==> config.mk <==
export PLATFORM = sky130hd
export DESIGN_NAME = aging_priority_queue_select_flat
export DESIGN_NICKNAME = d
export VERILOG_FILES = /design/src/rtl/core/apqs_pkg.sv /design/src/rtl/core/apqs_if.sv /design/src/rtl/core/apqs_ctrl.sv /design/src/rtl/core/apqs_datapath.sv /design/src/rtl/core/aging_priority_queue_select.sv /design/src/flat_wrapper.sv
export SDC_FILE = /design/constraint.sdc
export NUM_CORES = 1
export LEC_CHECK = 0
export ABC_AREA = 1
export BUFFER_PORTS_ARGS = -buffer_cell sky130_fd_sc_hd__buf_4
export CAP_MARGIN = 15
export CELL_PAD_IN_SITES_DETAIL_PLACEMENT = 0
export CELL_PAD_IN_SITES_GLOBAL_PLACEMENT = 1
export CORE_AREA = 2 2 297 299
export CTS_BUF_LIST = sky130_fd_sc_hd__clkbuf_4 sky130_fd_sc_hd__clkbuf_8 sky130_fd_sc_hd__clkbuf_16
export DETAILED_ROUTE_END_ITERATION = 10
export DIE_AREA = 0 0 299 301
export PLACE_DENSITY_LB_ADDON = 0.1
export SLEW_MARGIN = 20
export SYNTH_ARGS = -nofsm -noshare
export SYNTH_HDL_FRONTEND = slang
export SYNTH_HIERARCHICAL = 1
export SYNTH_SLANG_ARGS = --single-unit
==> constraint.sdc <==
create_clock -name clk -period 5.44 [get_ports clk]
set_input_delay 0.544 -clock clk [delete_from_list [all_inputs] [get_ports clk]]
set_output_delay 0.544 -clock clk [all_outputs]
set_load 0.05 [all_outputs]
==> src/rtl/core/apqs_pkg.sv <==
// ----------------------------------------------------------------------------
// apqs_pkg
// Shared types, widths and codes for the aging priority queue selector.
// ----------------------------------------------------------------------------
package apqs_pkg;

    localparam int ID_W           = 16;
    localparam int TIME_W         = 32;
    localparam int THR_W          = 16;
    localparam int STATUS_W       = 2;
    localparam int QUEUE_DEPTH_DEF = 16;
    localparam logic [THR_W-1:0] THRESH_RESET = 16'd6000;

    localparam logic REQ_PUSH = 1'b0;
    localparam logic REQ_POP  = 1'b1;

    localparam logic PRIO_LOW  = 1'b0;
    localparam logic PRIO_HIGH = 1'b1;

    typedef enum logic [STATUS_W-1:0] {
        STATUS_OK    = 2'd0,
        STATUS_FULL  = 2'd1,
        STATUS_EMPTY = 2'd2
    } status_t;

    typedef struct packed {
        logic [ID_W-1:0]   id;
        logic              prio;
        logic [TIME_W-1:0] arrival;
    } entry_t;

    typedef struct packed {
        logic    load_item;
        logic    push_wr;
        logic    res_set;
        status_t res_code;
        logic    scan_start;
        logic    scan_rd;
        logic    pick;
        logic    shift_rd;
        logic    finish;
        logic    emit;
    } ctrl_cmd_t;

    typedef struct packed {
        logic is_pop;
        logic full;
        logic empty;
        logic scan_last;
        logic shift_end;
        logic out_free;
    } dp_status_t;

endpackage

==> src/rtl/core/apqs_if.sv <==
// ----------------------------------------------------------------------------
// apqs_req_if / apqs_rsp_if
// Valid/ready channels for request beats and result beats.
// ----------------------------------------------------------------------------
interface apqs_req_if
    import apqs_pkg::*;
    ();
    logic              valid;
    logic              ready;
    logic              req_type;
    logic [ID_W-1:0]   packet_id;
    logic              priority_req;
    logic [TIME_W-1:0] now_time;

    modport source (output valid, output req_type, output packet_id,
                    output priority_req, output now_time, input ready);
    modport sink   (input valid, input req_type, input packet_id,
                    input priority_req, input now_time, output ready);
endinterface

interface apqs_rsp_if
    import apqs_pkg::*;
    ();
    logic                valid;
    logic                ready;
    logic [STATUS_W-1:0] status;
    logic [ID_W-1:0]     out_packet_id;
    logic                out_priority;
    logic                promoted;

    modport source (output valid, output status, output out_packet_id,
                    output out_priority, output promoted, input ready);
    modport sink   (input valid, input status, input out_packet_id,
                    input out_priority, input promoted, output ready);
endinterface

==> src/rtl/core/apqs_ctrl.sv <==
// ----------------------------------------------------------------------------
// apqs_ctrl
// Sequencer: decode, queue scan, pick, compaction and result hand-off.
// ----------------------------------------------------------------------------
module apqs_ctrl
    import apqs_pkg::*;
(
    input  logic       clk,
    input  logic       rst_n,
    input  logic       req_valid,
    output logic       req_ready,
    input  dp_status_t status,
    output ctrl_cmd_t  cmd
);

    typedef enum logic [2:0] {
        ST_IDLE,
        ST_DECIDE,
        ST_SCAN,
        ST_SCAN_WAIT,
        ST_PICK,
        ST_SHIFT,
        ST_EMIT
    } state_t;

    state_t state_reg;
    state_t state_next;

    always_comb
    begin
        cmd        = '0;
        cmd.res_code = STATUS_OK;
        state_next = state_reg;
        req_ready  = 1'b0;
        case (state_reg)
            ST_IDLE:
            begin
                req_ready = 1'b1;
                if (req_valid)
                begin
                    cmd.load_item = 1'b1;
                    state_next    = ST_DECIDE;
                end
            end
            ST_DECIDE:
            begin
                if (!status.is_pop)
                begin
                    cmd.res_set = 1'b1;
                    if (status.full)
                    begin
                        cmd.res_code = STATUS_FULL;
                    end
                    else
                    begin
                        cmd.push_wr  = 1'b1;
                        cmd.res_code = STATUS_OK;
                    end
                    state_next = ST_EMIT;
                end
                else if (status.empty)
                begin
                    cmd.res_set  = 1'b1;
                    cmd.res_code = STATUS_EMPTY;
                    state_next   = ST_EMIT;
                end
                else
                begin
                    cmd.scan_start = 1'b1;
                    state_next     = ST_SCAN;
                end
            end
            ST_SCAN:
            begin
                cmd.scan_rd = 1'b1;
                if (status.scan_last)
                begin
                    state_next = ST_SCAN_WAIT;
                end
            end
            ST_SCAN_WAIT:
            begin
                state_next = ST_PICK;
            end
            ST_PICK:
            begin
                cmd.pick   = 1'b1;
                state_next = ST_SHIFT;
            end
            ST_SHIFT:
            begin
                if (status.shift_end)
                begin
                    cmd.finish = 1'b1;
                    state_next = ST_EMIT;
                end
                else
                begin
                    cmd.shift_rd = 1'b1;
                end
            end
            ST_EMIT:
            begin
                if (status.out_free)
                begin
                    cmd.emit   = 1'b1;
                    state_next = ST_IDLE;
                end
            end
            default:
            begin
                state_next = ST_IDLE;
            end
        endcase
    end

    always_ff @(posedge clk or negedge rst_n)
    begin
        if (!rst_n)
        begin
            state_reg <= ST_IDLE;
        end
        else
        begin
            state_reg <= state_next;
        end
    end

endmodule

==> src/rtl/core/apqs_datapath.sv <==
// ----------------------------------------------------------------------------
// apqs_datapath
// Queue memory, scan trackers, compaction pipe and result register.
// ----------------------------------------------------------------------------
module apqs_datapath
    import apqs_pkg::*;
#(
    parameter int QUEUE_DEPTH = QUEUE_DEPTH_DEF
)
(
    input  logic                clk,
    input  logic                rst_n,
    input  ctrl_cmd_t           cmd,
    output dp_status_t          status,
    input  logic                cfg_we,
    input  logic [THR_W-1:0]    cfg_wdata,
    input  logic                req_type,
    input  logic [ID_W-1:0]     packet_id,
    input  logic                priority_req,
    input  logic [TIME_W-1:0]   now_time,
    output logic                out_valid,
    input  logic                out_ready,
    output logic [STATUS_W-1:0] out_status,
    output logic [ID_W-1:0]     out_packet_id,
    output logic                out_priority,
    output logic                out_promoted
);

    localparam int IDX_W = (QUEUE_DEPTH > 1) ? $clog2(QUEUE_DEPTH) : 1;
    localparam int CNT_W = $clog2(QUEUE_DEPTH + 1);
    localparam logic [CNT_W-1:0] DEPTH_C = CNT_W'(QUEUE_DEPTH);

    entry_t mem [QUEUE_DEPTH];

    logic              item_kind_reg;
    logic [ID_W-1:0]   item_id_reg;
    logic              item_prio_reg;
    logic [TIME_W-1:0] item_now_reg;

    logic [CNT_W-1:0]  count_reg;
    logic [THR_W-1:0]  thr_reg;

    logic [IDX_W-1:0]  scan_idx_reg;
    logic              rd_pend_reg;
    logic [IDX_W-1:0]  rd_idx_reg;
    entry_t            rd_data_reg;

    logic              aged_found_reg;
    logic [IDX_W-1:0]  aged_idx_reg;
    logic [ID_W-1:0]   aged_id_reg;
    logic              high_found_reg;
    logic [IDX_W-1:0]  high_idx_reg;
    logic [ID_W-1:0]   high_id_reg;
    logic [ID_W-1:0]   head_id_reg;

    logic [IDX_W-1:0]  shift_idx_reg;
    logic              wr_pend_reg;
    logic [IDX_W-1:0]  wr_addr_reg;

    status_t           res_status_reg;
    logic [ID_W-1:0]   res_id_reg;
    logic              res_prio_reg;
    logic              res_promo_reg;

    logic                out_valid_reg;
    logic [STATUS_W-1:0] out_status_reg;
    logic [ID_W-1:0]     out_id_reg;
    logic                out_prio_reg;
    logic                out_promo_reg;

    logic              rd_en;
    logic [IDX_W-1:0]  rd_addr;
    logic [IDX_W-1:0]  shift_src;
    logic [TIME_W-1:0] age;
    logic              aged_hit;
    logic              high_hit;
    logic [IDX_W-1:0]  pick_idx;
    entry_t            push_entry;

    assign shift_src = shift_idx_reg + IDX_W'(1);
    assign rd_en     = cmd.scan_rd | cmd.shift_rd;
    assign rd_addr   = cmd.scan_rd ? scan_idx_reg : shift_src;

    assign age      = item_now_reg - rd_data_reg.arrival;
    assign aged_hit = rd_pend_reg && (rd_data_reg.prio == PRIO_LOW) &&
                      (age >= {{(TIME_W-THR_W){1'b0}}, thr_reg});
    assign high_hit = rd_pend_reg && (rd_data_reg.prio == PRIO_HIGH);

    assign pick_idx = aged_found_reg ? aged_idx_reg :
                      (high_found_reg ? high_idx_reg : '0);

    assign push_entry = '{id: item_id_reg, prio: item_prio_reg, arrival: item_now_reg};

    assign status.is_pop    = (item_kind_reg == REQ_POP);
    assign status.full      = (count_reg == DEPTH_C);
    assign status.empty     = (count_reg == '0);
    assign status.scan_last = ({{(CNT_W-IDX_W){1'b0}}, scan_idx_reg} == count_reg - CNT_W'(1));
    assign status.shift_end = ({{(CNT_W-IDX_W){1'b0}}, shift_idx_reg} + CNT_W'(1) >= count_reg);
    assign status.out_free  = !out_valid_reg || out_ready;

    // queue storage: one read port, one write port
    always_ff @(posedge clk)
    begin
        if (rd_en)
        begin
            rd_data_reg <= mem[rd_addr];
        end
        if (cmd.push_wr)
        begin
            mem[count_reg[IDX_W-1:0]] <= push_entry;
        end
        else if (wr_pend_reg)
        begin
            mem[wr_addr_reg] <= rd_data_reg;
        end
    end

    always_ff @(posedge clk or negedge rst_n)
    begin
        if (!rst_n)
        begin
            count_reg      <= '0;
            thr_reg        <= THRESH_RESET;
            rd_pend_reg    <= 1'b0;
            wr_pend_reg    <= 1'b0;
            aged_found_reg <= 1'b0;
            high_found_reg <= 1'b0;
            out_valid_reg  <= 1'b0;
        end
        else
        begin
            if (cfg_we)
            begin
                thr_reg <= cfg_wdata;
            end
            if (cmd.push_wr)
            begin
                count_reg <= count_reg + CNT_W'(1);
            end
            else if (cmd.finish)
            begin
                count_reg <= count_reg - CNT_W'(1);
            end
            rd_pend_reg <= cmd.scan_rd;
            wr_pend_reg <= cmd.shift_rd;
            if (cmd.scan_start)
            begin
                aged_found_reg <= 1'b0;
                high_found_reg <= 1'b0;
            end
            else
            begin
                if (aged_hit)
                begin
                    aged_found_reg <= 1'b1;
                end
                if (high_hit)
                begin
                    high_found_reg <= 1'b1;
                end
            end
            if (cmd.emit)
            begin
                out_valid_reg <= 1'b1;
            end
            else if (out_ready)
            begin
                out_valid_reg <= 1'b0;
            end
        end
    end

    always_ff @(posedge clk)
    begin
        if (cmd.load_item)
        begin
            item_kind_reg <= req_type;
            item_id_reg   <= packet_id;
            item_prio_reg <= priority_req;
            item_now_reg  <= now_time;
        end
        if (cmd.scan_start)
        begin
            scan_idx_reg <= '0;
        end
        else if (cmd.scan_rd)
        begin
            scan_idx_reg <= scan_idx_reg + IDX_W'(1);
        end
        if (cmd.scan_rd)
        begin
            rd_idx_reg <= scan_idx_reg;
        end
        if (aged_hit && !aged_found_reg)
        begin
            aged_idx_reg <= rd_idx_reg;
            aged_id_reg  <= rd_data_reg.id;
        end
        if (high_hit && !high_found_reg)
        begin
            high_idx_reg <= rd_idx_reg;
            high_id_reg  <= rd_data_reg.id;
        end
        if (rd_pend_reg && (rd_idx_reg == '0))
        begin
            head_id_reg <= rd_data_reg.id;
        end
        if (cmd.pick)
        begin
            shift_idx_reg <= pick_idx;
        end
        else if (cmd.shift_rd)
        begin
            shift_idx_reg <= shift_src;
        end
        if (cmd.shift_rd)
        begin
            wr_addr_reg <= shift_idx_reg;
        end
        if (cmd.res_set)
        begin
            res_status_reg <= cmd.res_code;
            res_id_reg     <= '0;
            res_prio_reg   <= 1'b0;
            res_promo_reg  <= 1'b0;
        end
        else if (cmd.pick)
        begin
            res_status_reg <= STATUS_OK;
            res_promo_reg  <= aged_found_reg;
            if (aged_found_reg)
            begin
                res_id_reg   <= aged_id_reg;
                res_prio_reg <= PRIO_LOW;
            end
            else if (high_found_reg)
            begin
                res_id_reg   <= high_id_reg;
                res_prio_reg <= PRIO_HIGH;
            end
            else
            begin
                res_id_reg   <= head_id_reg;
                res_prio_reg <= PRIO_LOW;
            end
        end
        if (cmd.emit)
        begin
            out_status_reg <= res_status_reg;
            out_id_reg     <= res_id_reg;
            out_prio_reg   <= res_prio_reg;
            out_promo_reg  <= res_promo_reg;
        end
    end

    assign out_valid     = out_valid_reg;
    assign out_status    = out_status_reg;
    assign out_packet_id = out_id_reg;
    assign out_priority  = out_prio_reg;
    assign out_promoted  = out_promo_reg;

endmodule

==> src/rtl/core/aging_priority_queue_select.sv <==
// ----------------------------------------------------------------------------
// aging_priority_queue_select
// Arrival-ordered packet queue with two priority levels and aging promotion.
// ----------------------------------------------------------------------------
// One request beat at a time. A push, or a pop of an empty queue, goes from
// accept through the decide state to the emit state, which waits for a free
// output register. A pop of a queue holding n entries, removing the entry at
// position p, uses the single read port of the queue memory once per entry
// for the scan and once per moved entry for compaction. The next request is
// accepted as soon as the result sits in the output register.
// Queue memory is not cleared; only entries below the fill count are read.
// ----------------------------------------------------------------------------
module aging_priority_queue_select
    import apqs_pkg::*;
#(
    parameter int QUEUE_DEPTH = QUEUE_DEPTH_DEF
)
(
    input  logic             clk,
    input  logic             rst_n,
    apqs_req_if.sink         req,
    apqs_rsp_if.source       rsp,
    input  logic             cfg_we,
    input  logic [THR_W-1:0] cfg_wdata
);

    ctrl_cmd_t  cmd;
    dp_status_t dp_status;

    apqs_ctrl u_ctrl (
        .clk       (clk),
        .rst_n     (rst_n),
        .req_valid (req.valid),
        .req_ready (req.ready),
        .status    (dp_status),
        .cmd       (cmd)
    );

    apqs_datapath #(
        .QUEUE_DEPTH (QUEUE_DEPTH)
    ) u_datapath (
        .clk           (clk),
        .rst_n         (rst_n),
        .cmd           (cmd),
        .status        (dp_status),
        .cfg_we        (cfg_we),
        .cfg_wdata     (cfg_wdata),
        .req_type      (req.req_type),
        .packet_id     (req.packet_id),
        .priority_req  (req.priority_req),
        .now_time      (req.now_time),
        .out_valid     (rsp.valid),
        .out_ready     (rsp.ready),
        .out_status    (rsp.status),
        .out_packet_id (rsp.out_packet_id),
        .out_priority  (rsp.out_priority),
        .out_promoted  (rsp.promoted)
    );

endmodule
==> src/flat_wrapper.sv <==
// flat-port wrapper written by rule: the top's interface ports become plain ports
module aging_priority_queue_select_flat import apqs_pkg::*;
#(
    parameter int QUEUE_DEPTH = QUEUE_DEPTH_DEF
)
  (clk, rst_n, cfg_we, cfg_wdata, req_valid, req_req_type, req_packet_id, req_priority_req, req_now_time, req_ready, rsp_valid, rsp_status, rsp_out_packet_id, rsp_out_priority, rsp_promoted, rsp_ready);
  apqs_req_if req_i ();
  apqs_rsp_if rsp_i ();
  input  logic clk;
  input  logic rst_n;
  input  logic cfg_we;
  input  logic [THR_W-1:0] cfg_wdata;
  input wire logic [$bits(req_i.valid)-1:0] req_valid;
  input wire logic [$bits(req_i.req_type)-1:0] req_req_type;
  input wire logic [$bits(req_i.packet_id)-1:0] req_packet_id;
  input wire logic [$bits(req_i.priority_req)-1:0] req_priority_req;
  input wire logic [$bits(req_i.now_time)-1:0] req_now_time;
  output wire logic [$bits(req_i.ready)-1:0] req_ready;
  output wire logic [$bits(rsp_i.valid)-1:0] rsp_valid;
  output wire logic [$bits(rsp_i.status)-1:0] rsp_status;
  output wire logic [$bits(rsp_i.out_packet_id)-1:0] rsp_out_packet_id;
  output wire logic [$bits(rsp_i.out_priority)-1:0] rsp_out_priority;
  output wire logic [$bits(rsp_i.promoted)-1:0] rsp_promoted;
  input wire logic [$bits(rsp_i.ready)-1:0] rsp_ready;
  assign req_i.valid = req_valid;
  assign req_i.req_type = req_req_type;
  assign req_i.packet_id = req_packet_id;
  assign req_i.priority_req = req_priority_req;
  assign req_i.now_time = req_now_time;
  assign req_ready = req_i.ready;
  assign rsp_valid = rsp_i.valid;
  assign rsp_status = rsp_i.status;
  assign rsp_out_packet_id = rsp_i.out_packet_id;
  assign rsp_out_priority = rsp_i.out_priority;
  assign rsp_promoted = rsp_i.promoted;
  assign rsp_i.ready = rsp_ready;
  aging_priority_queue_select #(.QUEUE_DEPTH(QUEUE_DEPTH)) u_core (.clk(clk), .rst_n(rst_n), .req(req_i), .rsp(rsp_i), .cfg_we(cfg_we), .cfg_wdata(cfg_wdata));
endmodule
==> flow_summary.json <==
{
  "outcome": "completed",
  "drive_gt1_frac": 0.116,
  "rsz0062_at_grt": "false",
  "htreeDepth": 3,
  "fmax_mhz": 220,
  "finalCriticalPeriod_ns": 4.54,
  "syn-num-nets": 3555,
  "cp_slowest_stage_delay_ns": 0.56,
  "dpl_cell_area_sq_mm": 0.0446,
  "p_sw_mw": 13.8,
  "p_int_mw": 19.1,
  "clock_sinks": 1024,
  "largest_register_ffs": 784,
  "cts_resized": 0,
  "yosys.area.top_type": "edfxtp_1",
  "p_sw_frac": 0.418,
  "post_cts_buffers": 0,
  "yosys.area.top_type_share": 0.690,
  "routedWlPerCell_microns": 24.4,
  "syn_area_sq_mm": 0.0423,
  "yosysUniqueCellTypes": 45,
  "drt_pass1_iterations": 6,
  "stdcell_area_sq_mm": 0.0486,
  "finalHoldViolations": 0,
  "grt_max_degree": 197,
  "die_y_microns": 301,
  "via_per_inst": 5.79,
  "clockPowerShare": 0.228,
  "clkTransAtPathRegs_ns": 0.06,
  "critPathKind": "flip-flop to flip-flop",
  "crit_path_top_delay_cell": "nor3_1",
  "chipWidth_microns": 299,
  "cp-start-kind": "flip-flop",
  "start_util": 0.489,
  "placement.io_buffers": 92,
  "crit_family": "simple AND/OR/NAND/NOR gates",
  "grt_pass1_vias": 27158,
  "fill_cells": 7149,
  "crit_path_max_fanout": 37,
  "drc_errors": 0,
  "area_growth_pct": 14.8,
  "seqPwrFrac": 0.344,
  "synth-seq-cells": 1024,
  "slew_violations": 0,
  "syn_area_per_cell_sq_um": 12.4,
  "routed-via-count": 27799,
  "boundaryPins": 93,
  "cts_tree": "yes",
  "slew_headroom": 0.275,
  "grt_pass1_wl_microns": 173000,
  "worst_pin_slew_ns": 1.09,
  "layout_worst_path_cycle_share": 0.835,
  "final_core_util": 0.562,
  "clockRootBuffer": "clkbuf_16",
  "core_sq_mm": 0.0865,
  "globalplace.congestion": 0.865,
  "ant_nets": 0,
  "end_kind": "flip-flop",
  "critical_path_arrival_ns": 4.89,
  "dieArea_sq_mm": 0.0900,
  "drt_wl_total_microns": 117000,
  "yosysWarnings": 6,
  "ys_seq_area_frac": 0.718,
  "ir_drop_mv": 0.782,
  "grt_usage": 0.258,
  "grt.overflow.total": 0,
  "finalSetupViolCount": 0,
  "path_cells": "inv_1 -> ha_1 -> nand2_1 -> nor2_1 -> nor3_1 -> inv_1 -> nand2_4 -> nand2_1 -> o21ai_0 -> inv_1 -> nor2_1 -> nand2_1 -> nor2_4 -> buf_12",
  "nNetsFinal": 3683,
  "syn_inst": 3426,
  "antenna_found_initial": 7,
  "hold_path.class": "input port to flip-flop",
  "path_buf_inv": 4,
  "ys_top_cells_by_area": "edfxtp_1, o21ai_0, nor2_1",
  "p_per_area_mw_per_mm2": 677,
  "clk_latency_ns": 0.69,
  "clockBufferDepth": 3,
  "combPwrFrac": 0.428,
  "dp_hpwl_microns": 66800,
  "skew_ns": 0.0262,
  "worstPathRequired_ns": 5.79,
  "leakagePower_nw": 17.3,
  "whs_ns": 0.0473,
  "tns_ns": 0,
  "drv_cap": 0,
  "cts_buffers": 107,
  "fp-row-count": 108,
  "drt-initial-drc-count": 2557
}
==> worst paths after layout <==
check	start	to	slack, ns	cells past startpoint
worst max-delay path	u_core/u_datapath/count_reg[0]	u_core/u_datapath/mem[6][37]	0.90	14
worst min-delay path	req_priority_req	u_core/u_datapath/item_prio_reg	0.05	1
worst max register to register	u_core/u_datapath/count_reg[0]	u_core/u_datapath/mem[6][37]	0.90	14
worst min register to register	u_core/u_datapath/res_status_reg[0]	u_core/u_datapath/out_status[0]	0.42	0
max in group asynchronous	rst_n	u_core/u_datapath/thr_reg[8]	4.77	2
min in group asynchronous	rst_n	u_core/u_datapath/out_valid	0.32	2
==> power groups by stage <==
stage	logic (mW)	registers [mW]	clock network [mW]
floorplan	9.23	11.3	0
global placement	13.7	11.4	0
detailed placement	14.0	11.5	0
CTS	14.1	11.3	7.64
global route	15.6	11.4	7.94
finish	14.1	11.3	7.51
==> repair_timing <==
item / in CTS / in global routing
hold buffers: 30 / 0
endpoints found under the setup margin: 0 / 0
endpoints found under the hold margin: 51 / 0
==> Yosys cell counts (all sizes together) <==
library cell,number
edfxtp,973
nor2,501
o21ai,486
nand2,434
inv,231
o221ai,159
clkbuf,118
nand3,115
a21oi,82
buf,68
ha,57
o22ai,40
dfrtp,22
dfxtp,22
xor2,21
mux2,19
o211ai,19
nor3,13
nand4,10
dfstp,7
o21bai,5
and2,3
or2,3
a211oi,2
a22oi,2
a31oi,2
nand3b,2
nor4,2
xnor2,2
and3,1
clkinv,1
fa,1
nor3b,1
o31a,1
o31ai,1
==> through the flow <==
step	total power, mW	setup WS [ns]	std cells
2_1_floorplan	20.5	0.793	3426
3_3_place_gp	25.1	1.09	4569
3_5_place_dp	25.4	1.00	4569
4_1_cts	33.0	0.979	4796
5_1_grt	34.9	0.704	4798
6_report	32.9	0.898	4799
==> worst reg2reg max path, delay by kind of cell, from the launching register on <==
kind	cells	cell delay [ns]
compound gates	1	0.27
fa+ha+maj	1	0.23
buf+inv	4	0.99
flops	1	0.43
simple gates	8	2.21
==> area by class of cell <==
cell class                 count  area (sq um)  share of cell area
multi-input combinational   1984         10400               0.214
inverter                     232           885              0.0182
tap                         1155          1450              0.0297
timing repair buffer         205          1830              0.0378
antenna                        2          5.00            0.000103
sequential                  1024         30400               0.626
clock buffer                 128          2870              0.0591
clock inverter                69           759              0.0156
==> cells in the final DEF (no fill, tap or decap), types with 22 or more instances in the layout <==
cell type and count:
clkinv_2 22, buf_4 158, edfxtp_1 973, inv_1 224, nand3_1 114, dfrtp_1 22
nand2_1 429, ha_1 57, nor2_1 482, dlygate4sd3_1 30, clkbuf_16 109, o221ai_1 159
a21oi_1 80, o21ai_0 448, dfxtp_1 22, o22ai_1 40, o21ai_1 35
==> kinds of logic (layout without fill, tap and decap cells) <==
group                    after synthesis  in the layout  synth area share
AND/OR/NAND/NOR                     1085           1085             0.102
flip-flops                          1024           1024             0.718
AO/OA/AOI/OAI                        799            799             0.112
buffers and inverters                418            634            0.0408
adder cells (fa/ha/maj)               58             58            0.0173
XOR/XNOR                              23             23           0.00476
multiplexers                          19             19           0.00506
other                                  0              2                 0
==> per-layer routing <==
layer / track usage / share of wire / vias up
li1: - / - / 12672
met1: 0.376 / 0.44 / 13941
met2: 0.411 / 0.47 / 1013
met3: 0.0385 / 0.070 / 171
met4: 0.0652 / 0.020 / 2
met5: 0 / 0.00010 / -
Power figures use the tool's default switching activity.
